--- src/sv/lifet_pkg.sv ---
// Shared types and constants for the toroidal life automaton step core.
// No dependencies; used by lifet_ctrl, lifet_datapath and the top level.
`timescale 1ns / 1ps

package lifet_pkg;

    localparam int FIELD_ROW_W  = 64;
    localparam int FIELD_IDX_W  = 6;

    // Item mode codes
    localparam logic MODE_LOAD = 1'b0;
    localparam logic MODE_STEP = 1'b1;

    // B3/S23 neighbor counts
    localparam logic [3:0] BIRTH_COUNT   = 4'd3;
    localparam logic [3:0] SURVIVE_COUNT = 4'd2;

    typedef struct packed {
        logic                   mode;
        logic [FIELD_IDX_W-1:0] row_index;
        logic [FIELD_ROW_W-1:0] row_bits;
    } cmd_item_t;

    typedef struct packed {
        logic [FIELD_IDX_W-1:0] out_row_index;
        logic [FIELD_ROW_W-1:0] out_row_bits;
        logic                   last_row;
    } res_item_t;

    // Controller commands to the datapath
    typedef struct packed {
        logic load_wr;      // write the accepted load item's row
        logic rd_en;        // launch a grid read
        logic cap_above;    // capture read data as the row above
        logic cap_mid;      // capture read data as the middle row and old row 0
        logic cap_below;    // capture read data as the row below
        logic step_row;     // compute, emit and write back one row, then shift
        logic below_first;  // shift old row 0 into the below slot
        logic last;         // the row being emitted is the final one
    } ctl_cmd_t;

endpackage

--- src/sv/lifet_ctrl.sv ---
// Sequencer for the life step core: handshake on the item side and row walk.
// Depends on lifet_pkg.
`timescale 1ns / 1ps

module lifet_ctrl #(
    parameter int GRID_HEIGHT = 64,
    parameter int ROW_W       = 6
) (
    input  logic                clk,
    input  logic                rst_n,
    input  logic                cmd_valid,
    input  logic                mode,
    output logic                cmd_ready,
    input  logic                out_free,
    output lifet_pkg::ctl_cmd_t ctl,
    output logic [ROW_W-1:0]    rd_addr,
    output logic [ROW_W-1:0]    row_sel
);

    typedef enum logic [4:0] {
        S_IDLE    = 5'b00001,
        S_PRIME_A = 5'b00010,
        S_PRIME_M = 5'b00100,
        S_PRIME_B = 5'b01000,
        S_RUN     = 5'b10000
    } state_t;

    localparam logic [ROW_W-1:0] LAST_ROW = ROW_W'(GRID_HEIGHT - 1);
    localparam logic [ROW_W+1:0] H_EXT    = (ROW_W + 2)'(GRID_HEIGHT);

    state_t             state_reg, state_next;
    logic [ROW_W-1:0]   row_reg, row_next;
    logic [ROW_W+1:0]   ahead2, ahead3;

    assign ahead2  = {2'b00, row_reg} + (ROW_W + 2)'(2);
    assign ahead3  = {2'b00, row_reg} + (ROW_W + 2)'(3);
    assign row_sel = row_reg;

    always_comb
    begin
        state_next = state_reg;
        row_next   = row_reg;
        ctl        = '0;
        rd_addr    = LAST_ROW;
        cmd_ready  = 1'b0;
        case (state_reg)
            S_IDLE:
            begin
                cmd_ready = 1'b1;
                if (cmd_valid)
                begin
                    if (mode == lifet_pkg::MODE_STEP)
                    begin
                        ctl.rd_en  = 1'b1;
                        rd_addr    = LAST_ROW;
                        state_next = S_PRIME_A;
                    end
                    else
                    begin
                        ctl.load_wr = 1'b1;
                    end
                end
            end
            S_PRIME_A:
            begin
                ctl.cap_above = 1'b1;
                ctl.rd_en     = 1'b1;
                rd_addr       = '0;
                state_next    = S_PRIME_M;
            end
            S_PRIME_M:
            begin
                ctl.cap_mid = 1'b1;
                ctl.rd_en   = 1'b1;
                rd_addr     = ROW_W'(1);
                state_next  = S_PRIME_B;
            end
            S_PRIME_B:
            begin
                ctl.cap_below = 1'b1;
                ctl.rd_en     = 1'b1;
                rd_addr       = ROW_W'(2);
                row_next      = '0;
                state_next    = S_RUN;
            end
            S_RUN:
            begin
                if (out_free)
                begin
                    ctl.step_row    = 1'b1;
                    ctl.below_first = (ahead2 == H_EXT);
                    ctl.rd_en       = (ahead3 < H_EXT);
                    rd_addr         = ahead3[ROW_W-1:0];
                    ctl.last        = (row_reg == LAST_ROW);
                    if (row_reg == LAST_ROW)
                    begin
                        state_next = S_IDLE;
                    end
                    else
                    begin
                        row_next = row_reg + ROW_W'(1);
                    end
                end
            end
            default:
            begin
                state_next = S_IDLE;
            end
        endcase
    end

    always_ff @(posedge clk or negedge rst_n)
    begin
        if (!rst_n)
        begin
            state_reg <= S_IDLE;
            row_reg   <= '0;
        end
        else
        begin
            state_reg <= state_next;
            row_reg   <= row_next;
        end
    end

endmodule

--- config.mk ---
export PLATFORM = sky130hd
export DESIGN_NAME = lifet_ctrl
export DESIGN_NICKNAME = d
export VERILOG_FILES = /design/src/sv/lifet_pkg.sv /design/src/sv/lifet_ctrl.sv
export SDC_FILE = /design/constraint.sdc
export NUM_CORES = 1
export LEC_CHECK = 0
export BUFFER_PORTS_ARGS = -buffer_cell sky130_fd_sc_hd__buf_2
export CAP_MARGIN = 40
export CORE_MARGIN = 10
export CORE_UTILIZATION = 50
export CTS_CLUSTER_SIZE = 25
export DETAILED_ROUTE_END_ITERATION = 10
export PLACE_DENSITY = 0.78
export REMOVE_ABC_BUFFERS = 1
export SLEW_MARGIN = 40
export SYNTH_ARGS = -nofsm -noshare
export SYNTH_HDL_FRONTEND = slang
export SYNTH_SLANG_ARGS = --single-unit
--- constraint.sdc ---
create_clock -name clk -period 2.69 [get_ports clk]
set_input_delay 0 -clock clk [delete_from_list [all_inputs] [get_ports clk]]
set_output_delay 0 -clock clk [all_outputs]
set_load 0.02 [all_outputs]
==> key figures <==
Timing
  – Fin crit period: 2.13 ns
  – Slew HR: 0.760
  – Highest Clock Rate: 470 MHz
  – Fin crit share: 0.790
  – RSZ-0062 raised after global routing: no
  – Final Skew: 0.00331 ns
  – Worst-Margin Slew: 0.359 ns
  – Slew Viols, Final: 0
  – Hold Vio Cnt, Final: 0
  – Endpoints failing setup: 0
  – Post-route setup TNS: 0 ns

Final layout
  – Final Cell Area: 1000 um^2
  – Area Growth Syn to Fin: 17.2%
  – Layout cells sized above 1: 0.314
  – Fill cell count: 138
  – Largest register FFs: 6
  – Diodes inserted: 0
  – Area occupied by multi-input gates: 531 um^2
  – Sequential cell area: 277 um^2
  – Layout Nets: 132
  – Post-Layout Cell Count: 137

Setup path
  – Worst Path Buf+Inv: 1
  – Startpoint Class: flop
  – R2R setup slack: 0.89 ns
  – Critical path peak fanout: 8
  – Crit-path cells: or3_4 -> nor3b_4 -> a31oi_1 -> or2_2 -> buf_2
  – Critical path depth in cells: 5
  – CP max stage delay: 0.45 ns
  – R2R Path Start: state_reg[2]$_DFFE_PN0P_
  – WP data required: 2.69 ns
  – CP top delay family: simple AND/OR/NAND/NOR gates
  – Worst Path Arrival: 2.13 ns
  – WS Path Type: reg2out
  – CP Capture Type: primary output
  – Worst reg-to-reg path cell count: 4
  – Worst flop-to-flop path endpoint: row_sel[4]$_DFFE_PN0P_
  – Crit-path slowest cell: dfrtp_1

Yosys
  – Count of different cell masters after synthesis: 34
  – Top cells by count, synth: nor2_1, dfrtp_1, a21oi_1, and3_1, nand2_1
  – Cell with the most instances after synthesis: nor2_1
  – Share of the synthesized area in the top cell type: 0.292
  – Count of state elements after synthesis: 11
  – Average size of a mapped cell: 8.93 um^2
  – Top cells by area, synth: dfrtp_1, ha_1, xor2_1
  – Post-synth ARST share: 1.00
  – Netlist Area Pre-Place: 857 um^2
  – Cells after Synth: 96
  – Number of synthesized flops with an enable pin: 0
  – Post-synth top flop: dfrtp_1
  – Seq/Total Area, Yosys: 0.323
  – Leading area contributor after synthesis: dfrtp_1
  – Synth warn: 0

Clocking
  – CTS tree: built
  – Clk root buf: clkbuf_4
  – Number of post-CTS setup repair buffers: 0
  – CTS Buf Count: 3
  – CTS Hold Buffers Added: 1
  – Resized cells post-CTS: 0
  – Clock transition at the registers of the reported paths: 0.07 ns
  – CTS H-tree lvls: 1
  – Max Buffers Root-to-Sink: 2
  – CTS sink count: 11
  – Worst-Skew Late Latency: 0.27 ns

Route
  – Via density: 5.88
  – Routed vias: 806
  – DR DRC count: 0
  – Routed WL per cell: 16.3 um
  – Post-Route WL: 2230 um
  – Antenna Nets Post-Route: 0
  – Initial detailed-routing violation count: 48
  – Detailed Routing Iterations Pass 1: 4

Power and ir drop
  – PD cells: 757 nW/um^2
  – Int Pwr: 411 uW
  – Net switching power: 349 uW
  – Clock network power share: 0.150
  – Leakage power: 0.000511 uW
  – VDD IR-drop max: 0.431 mV
  – Combinational share of power: 0.455
  – Sequential share of power: 0.395
  – Sw frac: 0.459

GRT
  – Initial antenna violation count: 0
  – Global-route wire length before repair: 3680 um
  – Vias in the first global route: 768
  – Total grt overflow: 0
  – Largest net degree at the start of global routing: 12
  – Total track usage: 0.128

Worst hold path
  – WHS Endpoint: state_reg[1]$_DFFE_PN0P_
  – Min-Delay Path Depth: 2
  – Class of the worst hold path: in2reg
  – Hold Path Origin: cmd_valid

Floorplanning
  – Die outline height: 61.4 um
  – Core Area: 1560 um^2
  – Die area: 3770 um^2
  – Boundary Pins: 26
  – Effective utilization at floorplan: 0.550
  – Die X: 61.4 um
  – FP Rows: 14

Placed design
  – Placed insts: 132
  – Dpl hpwl: 1740 um
  – Area post-placement: 968 um^2
  – GPL Wtd Cong: 0.853
  – IO buf count: 25

Run
  – MaxCap Viol Count: 0

Outcome
  – Status: finished clean
==> per-layer routing <==
| layer | track usage | vias to the layer above | share of wire |
|---|---|---|---|
| met1 | 0.147 | 370 | 0.41 |
| met5 | 0 | - | 0 |
| li1 | - | 397 | - |
| met2 | 0.214 | 33 | 0.49 |
| met3 | 0.0494 | 6 | 0.085 |
| met4 | 0.0382 | 0 | 0.013 |
==> worst max path at each step <==
| stage | start | end | slack (ns) |
|---|---|---|---|
| 6_report | state_reg[2]$_DFFE_PN0P_ | rd_addr[0] | 0.56 |
| 5_1_grt | state_reg[2]$_DFFE_PN0P_ | rd_addr[5] | 0.47 |
| 4_1_cts | state_reg[2]$_DFFE_PN0P_ | rd_addr[0] | 0.56 |
| 3_5_place_dp | state_reg[2]$_DFFE_PN0P_ | rd_addr[0] | 0.86 |
| 3_3_place_gp | state_reg[2]$_DFFE_PN0P_ | ctl[1] | 0.95 |
| 2_1_floorplan | state_reg[2]$_DFFE_PN0P_ | ctl[1] | 0.91 |
==> cells by family (layout without fill, tap and decap cells) <==
logic type	count (synthesis)	after routing	synth area share
xor+xnor	9	9	0.0920
fa+ha+maj	5	5	0.0730
buf+inv	9	34	0.0584
flops	11	11	0.323
compound gates	23	23	0.178
simple gates	39	39	0.276
==> metrics by stage <==
step | hold WS (ns) | setup WS, ns | utilization | power, uW
floorplan | -0.296 | 0.915 | - | 530
global placement | -0.120 | 0.954 | 0.621 | 646
detailed placement | -0.114 | 0.865 | 0.621 | 650
CTS | 0.0228 | 0.561 | 0.644 | 769
global route | 0.0396 | 0.471 | 0.644 | 828
finish | 0.0204 | 0.565 | 0.644 | 761
==> cell type report <==
| cell class | count | share of cell area |
|---|---|---|
| multi-input combinational | 76 | 0.528 |
| inverter | 4 | 0.0162 |
| sequential | 11 | 0.275 |
| timing repair buffer | 26 | 0.134 |
| clock buffer | 4 | 0.0262 |
| tap | 16 | 0.0199 |
==> placed cells by master (no fill, tap or decap), types with 2 or more instances in the layout <==
cell and instances:
ha_1 5, nor3_1 2, xnor2_1 4, a21oi_1 6, a31oi_1 4, and3_1 6, o211ai_1 2, o2bb2ai_1 2
buf_2 25, o21ai_0 4, xor2_1 5, inv_1 3, nand4_1 3, clkbuf_4 3, nor2_1 11, nand2_1 6
dfrtp_1 10, a22o_1 3
==> power by group through the flow <==
| stage | Combinational (uW) | Clock, uW | Sequential [uW] |
|---|---|---|---|
| final | 346 | 114 | 301 |
| after global routing | 385 | 129 | 315 |
| after CTS | 351 | 117 | 301 |
| after detailed placement | 347 | 0 | 303 |
| after global placement | 340 | 0 | 306 |
| after floorplan | 200 | 0 | 330 |
==> worst register-to-register path: stages, from the launching register on <==
cell,delay [ns]
dfrtp_1,0.45
or3_4,0.45
nor3b_4,0.36
a21oi_2,0.16
a22o_1,0.26
(Power assumes the default switching activity.)
